==> config.mk <==
export PLATFORM = sky130hd
export DESIGN_NAME = wav_header_parser_unit
export DESIGN_NICKNAME = d
export VERILOG_FILES = /design/src/wavhp_pkg.sv /design/src/wavhp_front.sv /design/src/wavhp_queue.sv /design/src/wavhp_back.sv /design/src/wav_header_parser_unit.sv
export SDC_FILE = /design/constraint.sdc
export NUM_CORES = 1
export LEC_CHECK = 0
export BUFFER_PORTS_ARGS = -buffer_cell sky130_fd_sc_hd__clkbuf_2
export CAP_MARGIN = 20
export CORE_UTILIZATION = 55
export CTS_BUF_LIST = sky130_fd_sc_hd__clkbuf_16
export DETAILED_ROUTE_END_ITERATION = 10
export PLACE_DENSITY = 0.75
export SETUP_SLACK_MARGIN = 0.05
export SYNTH_ARGS = -nofsm -noshare
export SYNTH_HDL_FRONTEND = slang
export SYNTH_SLANG_ARGS = --single-unit
==> constraint.sdc <==
create_clock -name clk_i -period 8.8 [get_ports clk_i]
set_input_delay 1.32 -clock clk_i [delete_from_list [all_inputs] [get_ports clk_i]]
set_output_delay 1.32 -clock clk_i [all_outputs]
set_load 0.03 [all_outputs]
==> src/wavhp_pkg.sv <==
// Shared types and constants for the WAV header parser.
// Used by the front, queue, back and top-level files; no dependencies.
package wavhp_pkg;

  localparam logic [1:0] ACT_BYTE    = 2'd0;
  localparam logic [1:0] ACT_EOF     = 2'd1;
  localparam logic [1:0] ACT_RESTART = 2'd2;

  localparam logic [2:0] ST_OK        = 3'd0;
  localparam logic [2:0] ST_NOT_RIFF  = 3'd1;
  localparam logic [2:0] ST_SHORT_FMT = 3'd2;
  localparam logic [2:0] ST_NOT_PCM   = 3'd3;
  localparam logic [2:0] ST_TRUNC     = 3'd4;
  localparam logic [2:0] ST_NO_DATA   = 3'd5;

  localparam logic [31:0] ID_RIFF = 32'h5249_4646;
  localparam logic [31:0] ID_WAVE = 32'h5741_5645;
  localparam logic [31:0] ID_FMT  = 32'h666d_7420;
  localparam logic [31:0] ID_DATA = 32'h6461_7461;
  localparam logic [15:0] PCM_TAG = 16'd1;

  localparam logic [31:0] FMT_MIN_LEN = 32'd16;
  localparam logic [31:0] POS_MAX     = 32'hffff_ffff;

  localparam int QUEUE_DEPTH = 4;
  localparam int QUEUE_AW    = $clog2(QUEUE_DEPTH);

  typedef enum logic [1:0] {
    CMD_BYTE,
    CMD_EOF,
    CMD_RESTART
  } cmd_e;

  typedef struct packed {
    cmd_e       cmd;
    logic [7:0] data;
  } item_t;

  typedef struct packed {
    logic [2:0]  status;
    logic [15:0] channels;
    logic [31:0] sample_rate;
    logic [15:0] bits_per_sample;
    logic [31:0] pcm_start;
    logic [31:0] pcm_bytes;
  } result_t;

endpackage

==> src/wavhp_front.sv <==
// Front end of the WAV header parser: accepts input words and classifies them.
// Depends on wavhp_pkg; feeds wavhp_queue.
module wavhp_front (
  input  logic               in_valid_i,
  output logic               in_stall_o,
  input  logic [1:0]         action_i,
  input  logic [7:0]         data_byte_i,
  input  logic               full_i,
  output logic               push_o,
  output wavhp_pkg::item_t   item_o
);

  logic known;

  always_comb begin
    known       = 1'b1;
    item_o.data = data_byte_i;
    item_o.cmd  = wavhp_pkg::CMD_BYTE;
    unique case (action_i)
      wavhp_pkg::ACT_BYTE:    item_o.cmd = wavhp_pkg::CMD_BYTE;
      wavhp_pkg::ACT_EOF:     item_o.cmd = wavhp_pkg::CMD_EOF;
      wavhp_pkg::ACT_RESTART: item_o.cmd = wavhp_pkg::CMD_RESTART;
      default:                known      = 1'b0;
    endcase
  end

  // drop unknown actions at the door
  assign in_stall_o = full_i;
  assign push_o     = in_valid_i && !full_i && known;

endmodule

==> src/wavhp_queue.sv <==
// Short queue between front and back of the WAV header parser.
// Depends on wavhp_pkg.
module wavhp_queue (
  input  logic               clk_i,
  input  logic               rst_ni,
  input  logic               push_i,
  input  wavhp_pkg::item_t   item_i,
  input  logic               pop_i,
  output wavhp_pkg::item_t   item_o,
  output logic               full_o,
  output logic               empty_o
);

  localparam int AW = wavhp_pkg::QUEUE_AW;

  wavhp_pkg::item_t mem_q [wavhp_pkg::QUEUE_DEPTH];
  logic [AW-1:0]    wr_ptr_q, rd_ptr_q;
  logic [AW:0]      count_q;

  assign full_o  = (count_q == (AW+1)'(wavhp_pkg::QUEUE_DEPTH));
  assign empty_o = (count_q == '0);
  assign item_o  = mem_q[rd_ptr_q];

  always_ff @(posedge clk_i) begin
    if (push_i) begin
      mem_q[wr_ptr_q] <= item_i;
    end
  end

  always_ff @(posedge clk_i or negedge rst_ni) begin
    if (!rst_ni) begin
      wr_ptr_q <= '0;
      rd_ptr_q <= '0;
      count_q  <= '0;
    end else begin
      if (push_i) begin
        wr_ptr_q <= wr_ptr_q + AW'(1);
      end
      if (pop_i) begin
        rd_ptr_q <= rd_ptr_q + AW'(1);
      end
      if (push_i && !pop_i) begin
        count_q <= count_q + (AW+1)'(1);
      end else if (pop_i && !push_i) begin
        count_q <= count_q - (AW+1)'(1);
      end
    end
  end

endmodule

==> src/wavhp_back.sv <==
// Back end of the WAV header parser: chunk walker and result register.
// Depends on wavhp_pkg; drains wavhp_queue.
module wavhp_back (
  input  logic                clk_i,
  input  logic                rst_ni,
  input  logic                empty_i,
  input  wavhp_pkg::item_t    item_i,
  output logic                pop_o,
  output logic                out_valid_o,
  input  logic                out_stall_i,
  output wavhp_pkg::result_t  result_o
);

  typedef enum logic [2:0] {
    PH_HEADER,
    PH_CHUNK,
    PH_FMT,
    PH_SKIP,
    PH_DONE
  } phase_e;

  phase_e             phase_q, phase_d;
  logic [3:0]         cnt_q, cnt_d;
  logic [63:0]        hdr_q, hdr_d;
  logic [32:0]        skip_q, skip_d;
  logic               fmt_seen_q, fmt_seen_d;
  logic [15:0]        tag_q, tag_d;
  logic [31:0]        len_q, len_d;
  logic [15:0]        chan_q, chan_d;
  logic [31:0]        rate_q, rate_d;
  logic [15:0]        bits_q, bits_d;
  logic [31:0]        pos_q, pos_d;
  logic               out_valid_q, out_valid_d;
  wavhp_pkg::result_t out_q, out_d;

  logic [63:0] shift_in;
  logic [31:0] pos_inc;
  logic [31:0] size;
  logic [32:0] chunk_skip;
  logic [32:0] fmt_skip;
  logic [32:0] skip_dec;
  logic [7:0]  b;

  assign pop_o       = !empty_i && (!out_valid_q || !out_stall_i);
  assign out_valid_o = out_valid_q;
  assign result_o    = out_q;

  assign b          = item_i.data;
  assign shift_in   = {hdr_q[55:0], b};
  assign pos_inc    = (pos_q == wavhp_pkg::POS_MAX) ? pos_q : pos_q + 32'd1;
  assign size       = {shift_in[7:0], shift_in[15:8], shift_in[23:16], shift_in[31:24]};
  assign chunk_skip = {1'b0, size} + {32'd0, size[0]};
  assign fmt_skip   = {1'b0, len_q - wavhp_pkg::FMT_MIN_LEN} + {32'd0, len_q[0]};
  assign skip_dec   = (skip_q != '0) ? skip_q - 33'd1 : skip_q;

  always_comb begin
    phase_d     = phase_q;
    cnt_d       = cnt_q;
    hdr_d       = hdr_q;
    skip_d      = skip_q;
    fmt_seen_d  = fmt_seen_q;
    tag_d       = tag_q;
    len_d       = len_q;
    chan_d      = chan_q;
    rate_d      = rate_q;
    bits_d      = bits_q;
    pos_d       = pos_q;
    out_valid_d = out_valid_q && out_stall_i;
    out_d       = out_q;

    if (pop_o) begin
      unique case (item_i.cmd)
        wavhp_pkg::CMD_RESTART: begin
          phase_d    = PH_HEADER;
          cnt_d      = '0;
          hdr_d      = '0;
          skip_d     = '0;
          fmt_seen_d = 1'b0;
          tag_d      = '0;
          len_d      = '0;
          chan_d     = '0;
          rate_d     = '0;
          bits_d     = '0;
          pos_d      = '0;
        end
        wavhp_pkg::CMD_EOF: begin
          if (phase_q != PH_DONE) begin
            out_valid_d           = 1'b1;
            out_d.channels        = chan_q;
            out_d.sample_rate     = rate_q;
            out_d.bits_per_sample = bits_q;
            out_d.pcm_start       = '0;
            out_d.pcm_bytes       = '0;
            unique case (phase_q)
              PH_HEADER: out_d.status = wavhp_pkg::ST_NOT_RIFF;
              PH_FMT:    out_d.status = wavhp_pkg::ST_TRUNC;
              default:   out_d.status = wavhp_pkg::ST_NO_DATA;
            endcase
            phase_d = PH_DONE;
          end
        end
        default: begin
          if (phase_q != PH_DONE) begin
            pos_d                 = pos_inc;
            cnt_d                 = cnt_q + 4'd1;
            out_d.channels        = chan_q;
            out_d.sample_rate     = rate_q;
            out_d.bits_per_sample = bits_q;
            out_d.pcm_start       = '0;
            out_d.pcm_bytes       = '0;
            out_d.status          = wavhp_pkg::ST_OK;
            unique case (phase_q)
              PH_HEADER: begin
                if (cnt_q < 4'd4 || cnt_q >= 4'd8) begin
                  hdr_d = shift_in;
                end
                if (cnt_q == 4'd11) begin
                  if (shift_in != {wavhp_pkg::ID_RIFF, wavhp_pkg::ID_WAVE}) begin
                    out_valid_d  = 1'b1;
                    out_d.status = wavhp_pkg::ST_NOT_RIFF;
                    phase_d      = PH_DONE;
                  end else begin
                    phase_d = PH_CHUNK;
                    cnt_d   = '0;
                    hdr_d   = '0;
                  end
                end
              end
              PH_CHUNK: begin
                hdr_d = shift_in;
                if (cnt_q == 4'd7) begin
                  if (shift_in[63:32] == wavhp_pkg::ID_FMT) begin
                    if (size < wavhp_pkg::FMT_MIN_LEN) begin
                      out_valid_d  = 1'b1;
                      out_d.status = wavhp_pkg::ST_SHORT_FMT;
                      phase_d      = PH_DONE;
                    end else begin
                      len_d   = size;
                      phase_d = PH_FMT;
                      cnt_d   = '0;
                      hdr_d   = '0;
                    end
                  end else if (shift_in[63:32] == wavhp_pkg::ID_DATA && fmt_seen_q) begin
                    out_valid_d     = 1'b1;
                    out_d.status    = wavhp_pkg::ST_OK;
                    out_d.pcm_start = pos_inc;
                    out_d.pcm_bytes = size;
                    phase_d         = PH_DONE;
                  end else if (chunk_skip == '0) begin
                    phase_d = PH_CHUNK;
                    cnt_d   = '0;
                    hdr_d   = '0;
                  end else begin
                    skip_d  = chunk_skip;
                    phase_d = PH_SKIP;
                  end
                end
              end
              PH_FMT: begin
                if (cnt_q == 4'd0) begin
                  tag_d = {8'd0, b};
                end else if (cnt_q == 4'd1) begin
                  tag_d = {b, tag_q[7:0]};
                end else if (cnt_q <= 4'd7 || cnt_q >= 4'd14) begin
                  hdr_d = shift_in;
                end
                if (cnt_q == 4'd15) begin
                  if (tag_q != wavhp_pkg::PCM_TAG) begin
                    out_valid_d  = 1'b1;
                    out_d.status = wavhp_pkg::ST_NOT_PCM;
                    phase_d      = PH_DONE;
                  end else begin
                    chan_d     = {shift_in[55:48], shift_in[63:56]};
                    rate_d     = {shift_in[23:16], shift_in[31:24],
                                  shift_in[39:32], shift_in[47:40]};
                    bits_d     = {shift_in[7:0], shift_in[15:8]};
                    fmt_seen_d = 1'b1;
                    if (fmt_skip == '0) begin
                      phase_d = PH_CHUNK;
                      cnt_d   = '0;
                      hdr_d   = '0;
                    end else begin
                      skip_d  = fmt_skip;
                      phase_d = PH_SKIP;
                    end
                  end
                end
              end
              PH_SKIP: begin
                cnt_d  = cnt_q;
                skip_d = skip_dec;
                if (skip_dec == '0) begin
                  phase_d = PH_CHUNK;
                  cnt_d   = '0;
                  hdr_d   = '0;
                end
              end
              default: begin
                cnt_d = cnt_q;
              end
            endcase
          end
        end
      endcase
    end
  end

  always_ff @(posedge clk_i or negedge rst_ni) begin
    if (!rst_ni) begin
      phase_q     <= PH_HEADER;
      cnt_q       <= '0;
      hdr_q       <= '0;
      skip_q      <= '0;
      fmt_seen_q  <= 1'b0;
      tag_q       <= '0;
      len_q       <= '0;
      chan_q      <= '0;
      rate_q      <= '0;
      bits_q      <= '0;
      pos_q       <= '0;
      out_valid_q <= 1'b0;
      out_q       <= '0;
    end else begin
      phase_q     <= phase_d;
      cnt_q       <= cnt_d;
      hdr_q       <= hdr_d;
      skip_q      <= skip_d;
      fmt_seen_q  <= fmt_seen_d;
      tag_q       <= tag_d;
      len_q       <= len_d;
      chan_q      <= chan_d;
      rate_q      <= rate_d;
      bits_q      <= bits_d;
      pos_q       <= pos_d;
      out_valid_q <= out_valid_d;
      out_q       <= out_d;
    end
  end

endmodule

==> src/wav_header_parser_unit.sv <==
// WAV header parser, top level: RIFF/WAVE PCM header walker fed one byte per word.
// Usage:
//   Input channel (in_valid_i / in_stall_o): action_i 0 carries a file byte in
//   data_byte_i, 1 marks end of file, 2 restarts the parse; code 3 is dropped.
//   Output channel (out_valid_o / out_stall_i): at most one result word per parse
//   with status, the format fields of the last good fmt chunk, and for status ok the
//   start position and byte length of the sample data.
// Timing:
//   An accepted word is written into the queue, then parsed from the queue head;
//   its result, if any, is held in the registered result stage until taken.
//   Throughput is one word per cycle when no result is stalled: a four-entry
//   queue sits between the front classifier and the parser, and the registered
//   result stage is refilled in the cycle its word is taken; the parser takes one
//   queued word per cycle. While out_stall_i holds a result, the parser halts and
//   the queue fills; in_stall_o rises when the queue is full.
// Reset:
//   rst_ni clears the queue, the parser state and the result stage at once; the
//   block, with its queue empty, holds in_stall_o low and accepts words.
// Depends on wavhp_pkg, wavhp_front, wavhp_queue and wavhp_back.
module wav_header_parser_unit (
  input  logic        clk_i,
  input  logic        rst_ni,
  input  logic        in_valid_i,
  output logic        in_stall_o,
  input  logic [1:0]  action_i,
  input  logic [7:0]  data_byte_i,
  output logic        out_valid_o,
  input  logic        out_stall_i,
  output logic [2:0]  status_o,
  output logic [15:0] channels_o,
  output logic [31:0] sample_rate_o,
  output logic [15:0] bits_per_sample_o,
  output logic [31:0] pcm_start_o,
  output logic [31:0] pcm_bytes_o
);

  logic               q_push, q_pop, q_full, q_empty;
  wavhp_pkg::item_t   push_item, head_item;
  wavhp_pkg::result_t result;

  wavhp_front u_front (
    .in_valid_i  (in_valid_i),
    .in_stall_o  (in_stall_o),
    .action_i    (action_i),
    .data_byte_i (data_byte_i),
    .full_i      (q_full),
    .push_o      (q_push),
    .item_o      (push_item)
  );

  wavhp_queue u_queue (
    .clk_i   (clk_i),
    .rst_ni  (rst_ni),
    .push_i  (q_push),
    .item_i  (push_item),
    .pop_i   (q_pop),
    .item_o  (head_item),
    .full_o  (q_full),
    .empty_o (q_empty)
  );

  wavhp_back u_back (
    .clk_i       (clk_i),
    .rst_ni      (rst_ni),
    .empty_i     (q_empty),
    .item_i      (head_item),
    .pop_o       (q_pop),
    .out_valid_o (out_valid_o),
    .out_stall_i (out_stall_i),
    .result_o    (result)
  );

  assign status_o          = result.status;
  assign channels_o        = result.channels;
  assign sample_rate_o     = result.sample_rate;
  assign bits_per_sample_o = result.bits_per_sample;
  assign pcm_start_o       = result.pcm_start;
  assign pcm_bytes_o       = result.pcm_bytes;

`ifndef SYNTH
  a_no_overflow: assert property (@(posedge clk_i) disable iff (!rst_ni)
    q_push |-> !q_full) else $error("queue push while full");

  a_no_underflow: assert property (@(posedge clk_i) disable iff (!rst_ni)
    q_pop |-> !q_empty) else $error("queue pop while empty");

  a_hold_on_stall: assert property (@(posedge clk_i) disable iff (!rst_ni)
    (out_valid_o && out_stall_i) |-> !q_pop) else $error("parser advanced under stall");

  a_ok_offset: assert property (@(posedge clk_i) disable iff (!rst_ni)
    (out_valid_o && status_o == wavhp_pkg::ST_OK) |-> (pcm_start_o >= 32'd44))
    else $error("ok result with impossible sample start");
`endif

endmodule

==> run_results.csv <==
group,metric,value,unit
synth,ys_seq_area_share,48.72,%
synth,yosys.cell_types.count,86,
clocking,clk_path_buf_depth,3,
clocking,path_clk_slew,0.06,ns
route,drtIter0Drc,2046,
final_layout,area_growth_syn_to_layout,10.76,%
place,place.gp.congestion,0.9708,
final_layout,fillers,3273,
route,drc,0,
timing,post-route-period-util,68.99,%
place,io_buffers,146,
clocking,cts_tree,"done",
route,ant_nets,0,
min_path,hold_path_class,"flip-flop to flip-flop",
floorplan,die_area,40770,µm²
global_routing,grt_pass1_vias,18090,
status,status,"completed",
route,wl_per_cell,21.53,µm
global_routing,grt.total_usage,31.79,%
synth,yosys-top-cells-area,"dfrtp_1 43%, nand2_1 8.8%, edfxtp_1 5.5%",
timing,setup-violations-final,0,
route,vias_per_cell,6.311,
clocking,cts_max_level,2,
timing,max_freq,0.1647,GHz
timing,skew,0.03163,ns
global_routing,grt_pass1_wl,102.7,mm
synth,synth_ff_type,"dfrtp_1",
route,drt-met1-wl,28.11,mm
route,wl_met3,4.509,mm
floorplan,row_count,72,
timing,worstMarginPinSlew,1.126,ns
min_path,holdPathStages,2,
synth,ys_ff_latch,420,
clocking,clkSinkCount,420,
timing,finalCriticalPeriod,6.071,ns
synth,syn_inst,2404,
worst_setup_path,r2r_end,"u_back.hdr_q[50]$_DFFE_PN0P_",
route,drt-pass1-iter-count,7,
timing,tns,0,ns
final_layout,final_nets,2471,
floorplan,start_util,56.35,%
synth,yosys_warnings,0,
global_routing,antenna_found_initial,1,
worst_setup_path,critPathLaunchType,"flip-flop",
route,num_vias,18890,
timing,hold_viol,0,
worst_setup_path,r2r_cells,13,
clocking,cts_resized,0,
worst_setup_path,endpoint_kind,"flip-flop",
floorplan,die_y,201.9,µm
synth,synth_top_area_cell,"dfrtp_1",
place,dp_hpwl,43.55,mm
worst_setup_path,critPathKind,"flip-flop to flip-flop",
worst_setup_path,r2r_start,"u_back.len_q[4]$_DFFE_PN0P_",
min_path,whs_endpoint,"u_back.result_o[98]$_DFFE_PN0P_",
clocking,clock_latency,0.58,ns
worst_setup_path,r2r_setup_slack,2.73,ns
min_path,hp-start,"u_back.rate_q[18]$_DFFE_PN0P_",
synth,yosysTopAreaCellShare,43.26,%
final_layout,drive_gt1_share,11.64,%
synth,async_flop_share,90.48,%
job,drv_cap,0,
route,wl_met2,29.30,mm
clocking,cts_setup_buffers,0,
floorplan,io_pins,147,
final_layout,n_antenna_cell,0,
timing,drv_slew,0,
pwr,power.leakage,10.74,nW
timing,slew_headroom,24.21,%
synth,synth_edf_count,40,
synth,synth_nets,2434,
global_routing,overflow,0,
clocking,postCtsHoldBufs,0,
synth,avgSynthCellArea,9.144,µm²
clocking,cts_buffers,44,
pwr,ir_drop,0.2749,mV
floorplan,die_x,201.9,µm
worst_setup_path,worstPathRequired,9.24,ns
route,highest_layer,"met5",
pwr,cellPowerDensity,398.1,nW/µm²
route,routed_wl,64.44,mm
timing,rsz0062_at_grt,"no",
final_layout,post-route-util,62.41,%
worst_setup_path,crit_fanout,27,
worst_setup_path,worstPathArrival,6.51,ns
clocking,cts-root-buf,"clkbuf_16",
floorplan,core,39010,µm²
synth,netlist_area,21980,µm²
global_routing,grt_max_degree,116,
metrics by stage:
step                area (µm²)  setup slack, ns  instances  power, mW  hold slack (ns)
floorplan                21980            3.886       2404      6.347           0.4386
CTS                      24310            2.849       2991      9.626           0.4653
detailed placement       22870            2.910       2911      7.726           0.4508
global placement         22870            3.061       2911      7.648           0.4488
finish                   24350            2.729       2993      9.692           0.4662
global route             24350            2.409       2993      10.28           0.4862
routing by layer:
metal  up-vias  global-route usage (%)
met5         -                       0
met3       127                   5.692
met4         2                   12.61
li1       8684                       -
met2       772                   48.58
met1      9305                   45.00
report_power, final:
group	internal [mW]	total, mW	switching [mW]
clock network	1.08	1.87	0.790
registers	2.33	2.95	0.620
logic	1.50	4.87	3.37
cells by family after synthesis:
group	share of synthesized area, %
compound gates	18.29
xor+xnor	5.180
fa+ha+maj	0.9449
buf+inv	3.984
flops	48.72
mux	1.736
simple gates	21.13
synthesized netlist by cell type (all sizes together), types with 7 or more instances:
master and n:
nand3b 9, o21ai 208, nor3 49, or4 27
and4 8, edfxtp 40, a22o 125, mux2i 10
inv 38, ha 15, buf 31, o211ai 18
nand3 60, o31ai 33, nor4b 7, nor2 121
xor2 57, dfrtp 380, nor4 43, nand2 518
mux4 10, a31oi 13, a22oi 8, nand2b 10
or2 15, a21o 7, a221oi 15, o221ai 7
a211o 7, o22ai 7, xnor2 73, or3 19
nand4b 7, nor2b 9, and2 21, a21oi 88
nand4 34, and3 23, clkbuf 150
placed cells by master, fill, tap and decap left out, types with 13 or more instances in the layout:
cell type and count:
ha_1 14, nor2_1 120, nor4_1 42, and3_1 23
a22o_1 125, buf_4 24, or4_1 26, nand3_1 59
a31oi_1 13, and2_1 20, clkbuf_2 145, o211ai_1 18
edfxtp_1 40, o31ai_1 33, xor2_1 57, nand2_1 517
inv_1 48, o21ai_0 204, or3_1 18, dfrtp_1 380
nor3_1 49, clkbuf_16 45, or2_2 14, nand4_1 34
a21oi_1 87, a221oi_1 14, xnor2_1 73
critical path, stage by stage, from the launching register on:
cell and delay, ns:
dfrtp_1 0.49, inv_1 0.15, ha_1 0.28, or3b_2 0.55, nor4_2 0.70, nand3_1 0.31, a211o_1 0.34, a2111oi_2 0.66
nor3b_1 0.33, xor2_1 0.25, nand3_1 0.18, o311ai_1 0.55, nand2b_1 0.69, a22o_1 0.46
worst max path at each step:
stage / cells past startpoint / from / end
after floorplan: 16 / u_back.len_q[4]$_DFFE_PN0P_ / u_back.hdr_q[0]$_DFFE_PN0P_
after global placement: 11 / u_back.len_q[11]$_DFFE_PN0P_ / u_back.hdr_q[29]$_DFFE_PN0P_
after detailed placement: 13 / u_back.len_q[4]$_DFFE_PN0P_ / u_back.hdr_q[50]$_DFFE_PN0P_
after CTS: 13 / u_back.len_q[4]$_DFFE_PN0P_ / u_back.hdr_q[50]$_DFFE_PN0P_
after global routing: 13 / u_back.len_q[4]$_DFFE_PN0P_ / u_back.hdr_q[40]$_DFFE_PN0P_
final: 13 / u_back.len_q[4]$_DFFE_PN0P_ / u_back.hdr_q[50]$_DFFE_PN0P_
area by class of cell:
class / count / area [µm²] / area share (%)
sequential: 420 / 10710 / 43.99
multi-input combinational: 1765 / 10450 / 42.93
clock buffer: 45 / 1126 / 4.625
timing repair buffer: 172 / 955.9 / 3.926
tap: 518 / 648.1 / 2.662
clock inverter: 35 / 311.5 / 1.280
inverter: 38 / 142.6 / 0.5859
state kept, by name (all words and copies together), names as in the netlist:
signal,count
u_back.tag_q,16
u_back.out_valid_o,1
u_back.pos_q,32
u_queue.wr_ptr_q,2
u_back.phase_q,3
u_back.skip_q,33
u_back.len_q,32
u_queue.count_q,3
u_queue.mem_q,40
u_back.rate_q,32
u_back.cnt_q,4
u_back.hdr_q,56
u_queue.rd_ptr_q,2
u_back.result_o,131
u_back.chan_q,16
u_back.bits_q,16
u_back.fmt_seen_q,1
Note: power is estimated with default switching activity, not from simulation.
